File: src/hw/rtl/assert_macros.svh
// ----------------------------------------------------------------------------
// assert_macros.svh
// Concurrent assertion wrappers. They compile away under SYNTHESIS.
// ----------------------------------------------------------------------------
`ifndef ASSERT_MACROS_SVH
`define ASSERT_MACROS_SVH

`ifndef SYNTHESIS

// same-cycle implication
`define TBP_ASSERT_IMP(label, clk, rst_n, ante, cons, msg) \
    label: assert property (@(posedge clk) disable iff (!(rst_n)) (ante) |-> (cons)) \
        else $error(msg);

// next-cycle implication
`define TBP_ASSERT_NEXT(label, clk, rst_n, ante, cons, msg) \
    label: assert property (@(posedge clk) disable iff (!(rst_n)) (ante) |=> (cons)) \
        else $error(msg);

`else

`define TBP_ASSERT_IMP(label, clk, rst_n, ante, cons, msg)
`define TBP_ASSERT_NEXT(label, clk, rst_n, ante, cons, msg)

`endif

`endif

File: src/hw/rtl/tbp_pkg.sv
// ----------------------------------------------------------------------------
// tbp_pkg
// Types, constants and helpers shared by the binarize/pack block.
// ----------------------------------------------------------------------------
`default_nettype none

package tbp_pkg;

    localparam int CFG_INDEX_W = 2;
    localparam int CFG_DATA_W  = 16;

    // register indexes
    localparam logic [CFG_INDEX_W-1:0] CFG_SAMPLE_MODE = 2'd0;
    localparam logic [CFG_INDEX_W-1:0] CFG_THRESHOLD   = 2'd1;
    localparam logic [CFG_INDEX_W-1:0] CFG_START_BIT   = 2'd2;

    // sample modes
    localparam logic [1:0] MODE_U8  = 2'd0;
    localparam logic [1:0] MODE_S8  = 2'd1;

    localparam logic [1:0]  SAMPLE_MODE_RST = MODE_U8;
    localparam logic [15:0] THRESHOLD_RST   = 16'd128;
    localparam logic [2:0]  START_BIT_RST   = 3'd0;

    localparam logic [7:0] MSB_MASK = 8'h80;

    typedef struct packed {
        logic [15:0] pixel;
        logic [7:0]  merge_byte;
        logic        last_pixel;
    } t_in_word;

    typedef struct packed {
        logic [7:0] packed_byte;
        logic       last_byte;
    } t_out_word;

    typedef struct packed {
        logic [1:0]  sample_mode;
        logic [15:0] threshold;
        logic [2:0]  start_bit_offset;
    } t_cfg;

    typedef struct packed {
        logic emit;
        logic run_active;
    } t_core_stat;

    // Maps raw bits to an unsigned key whose order matches the selected compare.
    function automatic logic [15:0] order_key(input logic [15:0] raw,
                                              input logic [1:0]  mode);
        logic [15:0] key;
        case (mode)
            MODE_U8: key = {8'h00, raw[7:0]};
            MODE_S8: key = {8'h00, ~raw[7], raw[6:0]};
            default: key = {~raw[15], raw[14:0]};
        endcase
        return key;
    endfunction

endpackage

`default_nettype wire

File: src/hw/rtl/tbp_cfg_regs.sv
// ----------------------------------------------------------------------------
// tbp_cfg_regs
// Configuration register file, write only.
// ----------------------------------------------------------------------------
`default_nettype none

module tbp_cfg_regs (
    input  wire                              i_clk,
    input  wire                              i_rst_n,
    input  wire                              i_cfg_we,
    input  wire [tbp_pkg::CFG_INDEX_W-1:0]   i_cfg_index,
    input  wire [tbp_pkg::CFG_DATA_W-1:0]    i_cfg_wdata,
    output tbp_pkg::t_cfg                    o_cfg
);
    import tbp_pkg::*;

    t_cfg r_cfg;
    t_cfg n_cfg;

    always_comb begin
        n_cfg = r_cfg;
        if (i_cfg_we) begin
            unique case (i_cfg_index)
                CFG_SAMPLE_MODE: n_cfg.sample_mode      = i_cfg_wdata[1:0];
                CFG_THRESHOLD:   n_cfg.threshold        = i_cfg_wdata[15:0];
                CFG_START_BIT:   n_cfg.start_bit_offset = i_cfg_wdata[2:0];
                default:         n_cfg = r_cfg;
            endcase
        end
    end

    always_ff @(posedge i_clk) begin
        if (!i_rst_n) begin
            r_cfg.sample_mode      <= SAMPLE_MODE_RST;
            r_cfg.threshold        <= THRESHOLD_RST;
            r_cfg.start_bit_offset <= START_BIT_RST;
        end else begin
            r_cfg <= n_cfg;
        end
    end

    assign o_cfg = r_cfg;

endmodule

`default_nettype wire

File: src/hw/rtl/tbp_core.sv
// ----------------------------------------------------------------------------
// tbp_core
// Threshold compare and MSB-first bit packing with merge of old bits.
// ----------------------------------------------------------------------------
`default_nettype none

module tbp_core (
    input  wire                   i_clk,
    input  wire                   i_rst_n,
    input  wire                   i_step,
    input  tbp_pkg::t_in_word     i_word,
    input  tbp_pkg::t_cfg         i_cfg,
    output tbp_pkg::t_out_word    o_word,
    output tbp_pkg::t_core_stat   o_stat
);
    import tbp_pkg::*;

    logic [2:0] r_bit_pos;
    logic [7:0] r_acc;
    logic       r_run_started;

    logic [2:0] pos_eff;
    logic [7:0] acc_base;
    logic [7:0] mask;
    logic [7:0] acc_new;
    logic       hit;
    logic       emit;

    always_comb begin
        pos_eff  = r_run_started ? r_bit_pos : i_cfg.start_bit_offset;
        // a new byte starts from the destination's old contents
        acc_base = (!r_run_started || r_bit_pos == 3'd0) ? i_word.merge_byte : r_acc;
        hit      = order_key(i_word.pixel, i_cfg.sample_mode) >
                   order_key(i_cfg.threshold, i_cfg.sample_mode);
        mask     = MSB_MASK >> pos_eff;
        acc_new  = hit ? (acc_base | mask) : (acc_base & ~mask);
        emit     = (pos_eff == 3'd7) || i_word.last_pixel;
    end

    always_ff @(posedge i_clk) begin
        if (!i_rst_n) begin
            r_bit_pos     <= 3'd0;
            r_acc         <= 8'h00;
            r_run_started <= 1'b0;
        end else if (i_step) begin
            r_acc <= acc_new;
            if (emit) begin
                r_bit_pos     <= 3'd0;
                r_run_started <= !i_word.last_pixel;
            end else begin
                r_bit_pos     <= pos_eff + 3'd1;
                r_run_started <= 1'b1;
            end
        end
    end

    assign o_word.packed_byte = acc_new;
    assign o_word.last_byte   = i_word.last_pixel;
    assign o_stat.emit        = emit;
    assign o_stat.run_active  = r_run_started;

endmodule

`default_nettype wire

File: src/hw/rtl/threshold_binarize_pack.sv
// ----------------------------------------------------------------------------
// threshold_binarize_pack
// Grey pixel to 1 bpp binarizer with MSB-first byte packing.
//
// Input channel: one pixel word (pixel, merge_byte, last_pixel) per accepted
// i_in_valid && !o_in_stall. Output channel: one packed byte word, with
// last_byte marking the end of a run, per accepted o_out_valid && !i_out_stall.
// A byte leaves when its bit 0 is written or on the last pixel of a run.
// An accepted word is held in the input register and its byte, if any, is
// offered from the output register. Throughput: one pixel per cycle unless
// o_in_stall holds the input register; the compare, mask and merge sit in
// one stage between the input register and the output register.
// Reset: synchronous, active low; config returns to mode 0, threshold 128,
// start offset 0, and the next pixel begins a new run.
// Output stall: the output register holds its word; pixels that complete no
// byte still drain, otherwise o_in_stall rises once the input register is full.
// Config writes are meant for idle periods only.
// ----------------------------------------------------------------------------
`default_nettype none

`include "assert_macros.svh"

module threshold_binarize_pack (
    input  wire                             i_clk,
    input  wire                             i_rst_n,
    input  wire                             i_cfg_we,
    input  wire [tbp_pkg::CFG_INDEX_W-1:0]  i_cfg_index,
    input  wire [tbp_pkg::CFG_DATA_W-1:0]   i_cfg_wdata,
    input  wire                             i_in_valid,
    output logic                            o_in_stall,
    input  tbp_pkg::t_in_word               i_in_word,
    output logic                            o_out_valid,
    input  wire                             i_out_stall,
    output tbp_pkg::t_out_word              o_out_word
);
    import tbp_pkg::*;

    t_cfg       cfg;
    t_core_stat core_stat;
    t_out_word  core_word;

    logic       r_in_valid;
    t_in_word   r_in_word;
    logic       r_out_valid;
    t_out_word  r_out_word;

    logic       out_free;
    logic       advance;
    logic       in_take;

    tbp_cfg_regs u_cfg (
        .i_clk       (i_clk),
        .i_rst_n     (i_rst_n),
        .i_cfg_we    (i_cfg_we),
        .i_cfg_index (i_cfg_index),
        .i_cfg_wdata (i_cfg_wdata),
        .o_cfg       (cfg)
    );

    tbp_core u_core (
        .i_clk   (i_clk),
        .i_rst_n (i_rst_n),
        .i_step  (advance),
        .i_word  (r_in_word),
        .i_cfg   (cfg),
        .o_word  (core_word),
        .o_stat  (core_stat)
    );

    // a pixel that completes no byte never needs the output register
    assign out_free   = !r_out_valid || !i_out_stall;
    assign advance    = r_in_valid && (out_free || !core_stat.emit);
    assign o_in_stall = r_in_valid && !advance;
    assign in_take    = i_in_valid && !o_in_stall;

    always_ff @(posedge i_clk) begin
        if (!i_rst_n) begin
            r_in_valid  <= 1'b0;
            r_out_valid <= 1'b0;
        end else begin
            r_in_valid  <= in_take || (r_in_valid && !advance);
            r_out_valid <= (advance && core_stat.emit) || (r_out_valid && i_out_stall);
        end
    end

    always_ff @(posedge i_clk) begin
        if (in_take) begin
            r_in_word <= i_in_word;
        end
        if (advance && core_stat.emit) begin
            r_out_word <= core_word;
        end
    end

    assign o_out_valid = r_out_valid;
    assign o_out_word  = r_out_word;

    `TBP_ASSERT_IMP(a_no_overwrite, i_clk, i_rst_n,
        r_out_valid && i_out_stall, !(advance && core_stat.emit),
        "stalled output word overwritten")
    `TBP_ASSERT_NEXT(a_emit_shows, i_clk, i_rst_n,
        advance && core_stat.emit, r_out_valid,
        "emitted word not presented")
    `TBP_ASSERT_NEXT(a_run_ends, i_clk, i_rst_n,
        advance && r_in_word.last_pixel, !core_stat.run_active && r_out_word.last_byte,
        "run did not close on last pixel")

endmodule

`default_nettype wire
File: config.mk
export PLATFORM = sky130hd
export DESIGN_NAME = threshold_binarize_pack
export DESIGN_NICKNAME = d
export VERILOG_FILES = /design/src/hw/rtl/tbp_pkg.sv /design/src/hw/rtl/tbp_cfg_regs.sv /design/src/hw/rtl/tbp_core.sv /design/src/hw/rtl/threshold_binarize_pack.sv
export VERILOG_INCLUDE_DIRS = /design/src /design/src/hw/rtl
export SDC_FILE = /design/constraint.sdc
export NUM_CORES = 1
export LEC_CHECK = 0
export ABC_AREA = 1
export BUFFER_PORTS_ARGS = -buffer_cell sky130_fd_sc_hd__buf_2
export CAP_MARGIN = 20
export CELL_PAD_IN_SITES_DETAIL_PLACEMENT = 0
export CELL_PAD_IN_SITES_GLOBAL_PLACEMENT = 2
export CORE_ASPECT_RATIO = 1.2
export CORE_MARGIN = 10
export CORE_UTILIZATION = 25
export DETAILED_ROUTE_END_ITERATION = 6
export HOLD_SLACK_MARGIN = 0.06
export PLACE_DENSITY_LB_ADDON = 0.1
export SETUP_SLACK_MARGIN = 0.02
export SYNTH_ARGS = -nofsm -noshare
export SYNTH_HDL_FRONTEND = slang
export SYNTH_SLANG_ARGS = --single-unit
File: constraint.sdc
create_clock -name i_clk -period 8.1 [get_ports i_clk]
set_clock_uncertainty 0.05 [all_clocks]
set_input_delay 0 -clock i_clk [delete_from_list [all_inputs] [get_ports i_clk]]
set_output_delay 0 -clock i_clk [all_outputs]
set_load 0.05 [all_outputs]
==> results.cfg, run 1 <==
[outcome]
status = finished clean

[global_route]
grt-ovfl-total = 0
grt_max_degree = 24
antenna_found_initial = 0
grt_pass1_wl_um = 13800
grt_usage_pct = 10.3
grt_pass1_vias = 2684

[synthesis]
synth_xor_area_share_pct = 0
syn_area_um2 = 3230
yosys_register_bits = 69
yosysWarnings = 0
synth_mux_area_share_pct = 0
synth-simple-area-share_pct = 19.2
postSynthCellCount = 368
syn_avg_cell_area_um2 = 8.78
synth_fa_ha_area_share_pct = 8.13
synth.net_count = 437
synth_compound_area_share_pct = 10.9
yosysSeqAreaShare_pct = 53.3
yosysUniqueCellTypes = 26
synth_top_family_by_area = simple AND/OR/NAND/NOR gates

[setup_path]
crit_family = simple AND/OR/NAND/NOR gates
arrival_ns = 3.03
slowest_delay_ns = 0.61
cp_max_fo = 13
criticalPathCategory = reg2reg
end_kind = register
critPathSlowestCell = nor2_2
critPathLaunchType = register
path_cells = inv_1, or2_2, o21ai_0, inv_1, ha_1, ha_1, nor2_1, nor3_1, nor2_2, buf_4
cp.required_ns = 8.08
worst-path-buf-inv = 3

[cells_and_area]
nets = 545
syn_to_final_growth_pct = 39.8
drive_above_1_share_pct = 19.1
diodes = 0

[worst_hold_path]
hp-class = in2reg

[pwr]
p_per_area_nw_per_um2 = 217
p_int_w = 0.000755
p_comb_share_pct = 12.0
ir_drop_uv = 74.5
switching_share_pct = 22.9
total_power_w = 0.000978
p_leak_nw = 2.05
pwr-share-seq_pct = 40.4
switchingPower_w = 0.000224
clkPwrFrac_pct = 47.6

[detailed_routing]
detail-route-antenna-nets = 0
num_vias = 2676
totalWireLength_um = 8610
avgRoutedWirePerCell_um = 13.3
drc = 0
drtPass1Iterations = 7
viasPerCell = 4.15
drt_iter0_drc = 79

[die]
start_util_pct = 25.5
coreArea_um2 = 12700
fp.dieH_um = 145
pin_count = 59
dieWidth_um = 124
fp-row-count = 45
dieArea_um2 = 17900

[clocking]
htree_levels = 3
cts_setup_buffers = 0
cts_buffers = 9
cts_tree = yes
clock-sinks = 69
clk_pin_slew_ns = 0.06
cts_buffer_depth = 2
clock_latency_ns = 0.34
clockRootBuffer = clkbuf_16

[job]
drv_cap = 0

[timing]
finalSetupTns_ns = 0
period_share_pct = 37.6
max_clock_freq_mhz = 328
rsz0062_at_grt = false
period_minus_slack_ns = 3.05
hold_viol = 0
slew_headroom_pct = 47.6
slew_violations = 0
setup_viol = 0
worst_slew_pin_slew_ns = 0.786

[place]
port_buffers = 58
post-dp-hpwl_um = 6260
gp_congestion = 0.728
-- cell usage in the layout, fill, tap and decap left out, drive strengths merged --
cell type | netlist | final
nand2 | 71 | 71
buf | 3 | 61
inv | 59 | 59
nor2 | 48 | 48
dlygate4sd3 | 0 | 46
dfxtp | 35 | 35
edfxtp | 34 | 34
a21oi | 26 | 26
o21ai | 26 | 26
nand3 | 23 | 23
ha | 21 | 21
clkbuf | 7 | 12
o221ai | 6 | 6
nor3 | 3 | 3
bufinv | 0 | 3
a211o | 2 | 2
or2 | 2 | 2
clkinv | 1 | 2
nand4 | 1 | 1
-- metal layers --
layer | track usage [%] | vias up | share of wire, %
met5 | 0 | - | 0
met4 | 4.97 | 0 | 2.0
met3 | 3.47 | 18 | 5.1
met2 | 16.6 | 55 | 49
met1 | 11.9 | 1187 | 44
li1 | - | 1416 | -
-- per-stage QoR --
stage	hold slack (ns)	std cells	instance area [um^2]	utilization (%)	worst slack [ns]
after floorplan	0.0489	368	3230	-	4.59
after global placement	0.127	583	3700	29.2	5.01
after detailed placement	0.128	583	3700	29.2	4.94
after CTS	0.0720	645	4520	35.6	4.95
after global routing	0.106	645	4520	35.6	4.68
final	0.0700	645	4520	35.6	5.05
-- registers in the layout (all words and copies together) (netlist names) --
name	flops
o_out_word	9
u_cfg.o_cfg	21
u_core.r_acc	8
r_in_word	25
u_core.r_run_started	1
u_core.r_bit_pos	3
r_in_valid	1
o_out_valid	1
-- cell usage after synthesis, drive strengths merged --
cell type	count	area share [%]
ha	21	8.1
edfxtp	34	32
clkinv	1	0.12
or2	2	0.39
clkbuf	7	0.81
buf	3	0.66
nand4	1	0.19
nor2	48	5.8
nor3	3	0.46
o21ai	26	4.1
o221ai	6	2.2
nand3	23	3.7
nand2	71	8.6
a211o	2	0.54
a21oi	26	4.0
inv	59	6.9
dfxtp	35	22
-- cells by family after synthesis --
group           count (synthesis)
compound gates                 60
simple gates                  148
flops                          69
buf+inv                        70
fa+ha+maj                      21
-- path summary, 6_finish.rpt --
path / slack (ns) / to / from / cells after the start
setup reg to reg: 5.05 / r_in_word[22] / u_core.r_run_started / 10
setup / recovery: 5.05 / r_in_word[22] / u_core.r_run_started / 10
hold reg to reg: 0.41 / u_cfg.o_cfg[4] / u_cfg.o_cfg[4] / 2
hold / removal: 0.07 / u_cfg.o_cfg[0] / i_cfg_we / 4
-- power groups by stage --
| stage | Clock [W] | Combinational, W | Sequential [W] |
|---|---|---|---|
| 6_report | 0.000466 | 0.000117 | 0.000396 |
| 3_5_place_dp | 0 | 0.000103 | 0.000403 |
| 5_1_grt | 0.000497 | 0.000133 | 0.000398 |
| 3_3_place_gp | 0 | 0.000103 | 0.000403 |
| 4_1_cts | 0.000481 | 0.000120 | 0.000396 |
| 2_1_floorplan | 0 | 0.0000623 | 0.000407 |
-- cell type report --
| cell class | count | area, um^2 |
|---|---|---|
| clock inverters | 4 | 95.1 |
| multi-input cells | 229 | 1240 |
| well taps | 164 | 205 |
| inverters | 60 | 225 |
| flip-flops and latches | 69 | 1720 |
| fillers | 1318 | 8150 |
| clock buffers | 12 | 256 |
| repair buffers | 107 | 773 |
-- repair_timing --
action	CTS	global route
hold endpoints to repair	48	0
resized for setup	0	0
hold buffers	46	0
endpoints found under the setup margin	0	0
-- tightest hold or removal path: stages --
cell     delay [ns]
buf_2          0.10
nand3_1        0.15
o21ai_0        0.09
nor2_1         0.07
Power figures use the tool's default switching activity.
==> inputs of run 2 (changes only) <==
Clock period 8.1 ns to 2.8 ns, I/O delays scaled along.
==> results.cfg, run 2 (synthesis gave the netlist of run 1 again) <==
[die]
dieWidth_um = 124
start_util_pct = 25.5
pin_count = 59
fp-row-count = 45
coreArea_um2 = 12700
dieArea_um2 = 17900
fp.dieH_um = 145

[setup_path]
critPathSlowestCell = dfxtp_1
crit_family = simple AND/OR/NAND/NOR gates
end_kind = register
cp_max_fo = 9
cp.required_ns = 2.75
path_cells = inv_1, or2_2, o21ai_0, inv_1, ha_1, ha_1, nor2_1, nor2_1, nor2_1, nand2_1, inv_1
arrival_ns = 2.41
r2r_end = o_out_word[2]
reg2reg_slack_ns = 0.34
slowest_delay_ns = 0.33
rr_startpoint = u_core.r_run_started
critPathLaunchType = register
r2r.worst_path.cells = 11
worst-path-buf-inv = 3
criticalPathCategory = reg2reg

[clocking]
htree_levels = 3
clock-sinks = 69
cts_resized = 0
cts_tree = yes
clock_latency_ns = 0.33
clockRootBuffer = clkbuf_16
cts_buffers = 9
cts_buffer_depth = 2
clk_pin_slew_ns = 0.06
postCtsHoldBufs = 46
cts_setup_buffers = 0

[cells_and_area]
diodes = 0
syn_to_final_growth_pct = 41.6
final_cell_mix = nand2_1, buf_2, inv_1, dlygate4sd3_1, nor2_1
nets = 550
drive_above_1_share_pct = 20.2
largest_reg_flops = 25
final_common_cell = nand2_1
fillers = 1315
regMostFlops = r_in_word

[timing]
layout_setup_ws_ns = 0.335
max_clock_freq_mhz = 406
worst_slew_pin_slew_ns = 0.750
hold_viol = 0
slew_violations = 0
period_minus_slack_ns = 2.46
slew_headroom_pct = 50.0
setup_viol = 0
rsz0062_at_grt = false
finalSetupTns_ns = 0
hold_ws_ns = 0.0627
period_share_pct = 88.0

[pwr]
p_int_w = 0.00223
switching_share_pct = 22.7
clkPwrFrac_pct = 48.4
p_comb_share_pct = 12.0
p_per_area_nw_per_um2 = 630
switchingPower_w = 0.000655
p_leak_nw = 2.08
pwr-share-seq_pct = 39.6
ir_drop_uv = 289

[global_route]
grt_pass1_vias = 2798
grt_max_degree = 24
grt-ovfl-total = 0
antenna_found_initial = 0
grt_pass1_wl_um = 13700
grt_usage_pct = 10.1

[detailed_routing]
num_vias = 2631
drtPass1Iterations = 4
totalWireLength_um = 8400
detail-route-antenna-nets = 0
avgRoutedWirePerCell_um = 12.9
viasPerCell = 4.05
drt_iter0_drc = 78
drc = 0

[worst_hold_path]
hold_start = i_cfg_we
min_path_cells = 4
hp-class = in2reg
worst_hold_path.endpoint = u_cfg.o_cfg[1]

[place]
detailedPlace.worstSlack_ns = 0.311
gp_congestion = 0.729
post-dp-hpwl_um = 6070
port_buffers = 58

[job]
drv_cap = 0

[outcome]
status = finished clean
-- run 2: how the worst max path moves through the flow --
| stage | startpoint | end | slack, ns | depth (start not counted) |
|---|---|---|---|---|
| 2_1_floorplan | u_core.r_run_started | r_in_word[0] | 0.22 | 9 |
| 3_3_place_gp | u_core.r_run_started | o_out_word[3] | 0.38 | 11 |
| 3_5_place_dp | u_core.r_run_started | o_out_word[4] | 0.31 | 11 |
| 4_1_cts | u_core.r_run_started | o_out_word[2] | 0.29 | 11 |
| 5_1_grt | u_core.r_run_started | u_core.r_acc[4] | 0.11 | 14 |
| 6_report | u_core.r_run_started | o_out_word[2] | 0.34 | 11 |
-- run 2: worst register-to-register path: stages (launching register included) --
cell     delay, ns
dfxtp_1       0.33
inv_1         0.05
or2_2         0.26
o21ai_0       0.15
inv_1         0.11
ha_1          0.21
ha_1          0.22
nor2_1        0.14
nor2_1        0.05
nor2_1        0.16
nand2_1       0.10
inv_1         0.29
-- run 2: area by class of cell --
type / instances / area (um^2) / share of cell area [%]
multi-input combinational: 229 / 1250 / 27.3
clock buffer: 9 / 225 / 4.92
timing repair buffer: 112 / 811 / 17.7
inverter: 60 / 225 / 4.92
clock inverter: 7 / 138 / 3.01
sequential: 69 / 1720 / 37.6
tap: 164 / 205 / 4.49
-- run 2: metal layers --
| layer | GRT usage (%) | routed length, um | vias up |
|---|---|---|---|
| met4 | 4.85 | 180 | 0 |
| met3 | 2.89 | 323 | 11 |
| met1 | 11.2 | 3660 | 1152 |
| met5 | 0 | 0 | - |
| li1 | - | - | 1424 |
| met2 | 17.2 | 4240 | 44 |
-- run 2: power groups by stage --
stage	Sequential [W]	Combinational, W	Clock (W)
floorplan	0.00118	0.000182	0
finish	0.00114	0.000346	0.00140
detailed placement	0.00116	0.000306	0
CTS	0.00114	0.000355	0.00144
global placement	0.00116	0.000307	0
global route	0.00115	0.000395	0.00149
-- run 2: per-stage QoR --
step | instance area, um^2 | utilization (%) | instances | total power, W
global route | 4570 | 36.1 | 650 | 0.00303
CTS | 4570 | 36.1 | 650 | 0.00294
floorplan | 3240 | - | 368 | 0.00136
finish | 4570 | 36.1 | 650 | 0.00288
detailed placement | 3750 | 29.6 | 588 | 0.00147
global placement | 3750 | 29.6 | 588 | 0.00147
==> inputs of run 3 (changes only) <==
Settings changed: CORE_ASPECT_RATIO 1.2 to 0.75.
==> results.cfg, run 3 (synthesis gave the netlist of run 1 again) <==
[outcome]
status = finished clean

[pwr]
total_power_w = 0.00279
p_leak_nw = 2.10
ir_drop_uv = 303
p_per_area_nw_per_um2 = 605

[setup_path]
arrival_ns = 2.77
slowest_delay_ns = 0.60
startpoint = i_cfg_index[0]
cp_max_fo = 3
r2r.worst_path.cells = 14
cp_common_cell = dlygate4sd3_1
end_kind = register
cp.required_ns = 2.97
critPathLaunchType = input port
critPathSlowestCell = dlygate4sd3_1
criticalPathCategory = in2reg
rr_startpoint = u_core.r_run_started
path_cells = dlygate4sd3_1, buf_2, nor3_1, dlygate4sd3_1, inv_1, nor2_1, dlygate4sd3_1, nor2_1, dlygate4sd3_1

[worst_hold_path]
min_path_cells = 4
hp-class = in2reg
hold_start = i_cfg_index[1]

[place]
port_buffers = 58
placed_cell_area_um2 = 3770
post-dp-hpwl_um = 6420
gp_congestion = 0.723
dp_cells = 592

[timing]
rsz0062_at_grt = true
period_share_pct = 92.9
period_minus_slack_ns = 2.60
setup_viol = 0
hold_viol = 0
worst_slew_pin_slew_ns = 0.709
slew_headroom_pct = 52.7
max_clock_freq_mhz = 384
hold_ws_ns = 0.0878
slew_violations = 0
finalSetupTns_ns = 0

[detailed_routing]
avgRoutedWirePerCell_um = 13.5
totalWireLength_um = 8870
detail-route-antenna-nets = 0
drt_iter0_drc = 96
num_vias = 2661
drc = 0
drtPass1Iterations = 4
viasPerCell = 4.04

[cells_and_area]
final_common_cell = nand2_1
design_area_um2 = 4620
regMostFlops = r_in_word
final_cell_mix = nand2_1, buf_2, inv_1, dlygate4sd3_1, nor2_1
final_cells = 659
drive_above_1_share_pct = 20.3
syn_to_final_growth_pct = 42.9
nets = 557
largest_reg_flops = 25
diodes = 0

[die]
fp.dieH_um = 118
start_util_pct = 25.9
fp-row-count = 35
coreArea_um2 = 12500
pin_count = 59
dieWidth_um = 151
dieArea_um2 = 17900

[clocking]
cts_buffers = 9
clockRootBuffer = clkbuf_16
clock_latency_ns = 0.33
cts_tree = yes
cts_buffer_depth = 2
cts_setup_buffers = 0
clock-sinks = 69
htree_levels = 3
clk_pin_slew_ns = 0.06

[job]
drv_cap = 0

[global_route]
grt-ovfl-total = 0
grt_pass1_wl_um = 14700
grt_max_degree = 23
antenna_found_initial = 0
grt_usage_pct = 10.4
grt_pass1_vias = 2855
==> run 3: changes by cell type in the layout (fill, tap and decap cells not counted) <==
cell           previous run  this run
bufinv_16                 4         3
dlygate4sd3_1            46        51
clkbuf_1                  0         2
dfxtp_1                  35        34
clkinv_4                  1         0
buf_4                     8        10
dfxtp_2                   0         1
inv_1                    57        56
clkinvlp_4                0         1
==> run 3: critical path, delay by kind of cell <==
family | cells | cell delay (ns)
and+or+nand+nor | 3 | 0.34
buffers and inverters | 6 | 2.44
==> run 3: path summary, 6_finish.rpt <==
kind / end / slack (ns)
max: u_cfg.o_cfg[19] / 0.20
min: u_cfg.o_cfg[0] / 0.09
max reg2reg: u_core.r_acc[3] / 0.23
min reg2reg: u_cfg.o_cfg[9] / 0.41
==> run 3: what timing repair did <==
action / in CTS / in global routing
endpoints found under the hold margin: 48 / 0
resized for setup: 0 / 2
hold buffers: 51 / 0
endpoints found under the setup margin: 0 / 20
==> run 3: final cells by class <==
| class | instances | area (um^2) |
|---|---|---|
| clock buffer | 11 | 233 |
| tap | 166 | 208 |
| clock inverter | 5 | 98.8 |
| timing repair buffer | 119 | 876 |
| inverter | 60 | 229 |
| multi-input combinational | 229 | 1250 |
| sequential | 69 | 1720 |
| fill | 1306 | 7870 |
==> run 3: stage by stage <==
stage | util, % | worst slack [ns]
finish | 37.0 | 0.198
global route | 37.0 | 0.00834
CTS | 36.9 | 0.0786
detailed placement | 30.2 | 0.0989
floorplan | - | 0.223
global placement | 30.2 | 0.181
==> run 3: routing by layer <==
metal	share of wire (%)	GRT usage (%)	up-vias
li1	-	-	1437
met1	54	14.6	1168
met2	40	14.4	45
met3	5.5	3.77	11
met4	0.99	2.88	0
met5	0	0	-
==> run 3: where the power goes <==
group | total [W] | switching (W) | internal [W]
Sequential | 0.00114 | 0.0000220 | 0.00112
Clock | 0.00129 | 0.000422 | 0.000866
Combinational | 0.000361 | 0.000203 | 0.000158
Total | 0.00279 | 0.000648 | 0.00214
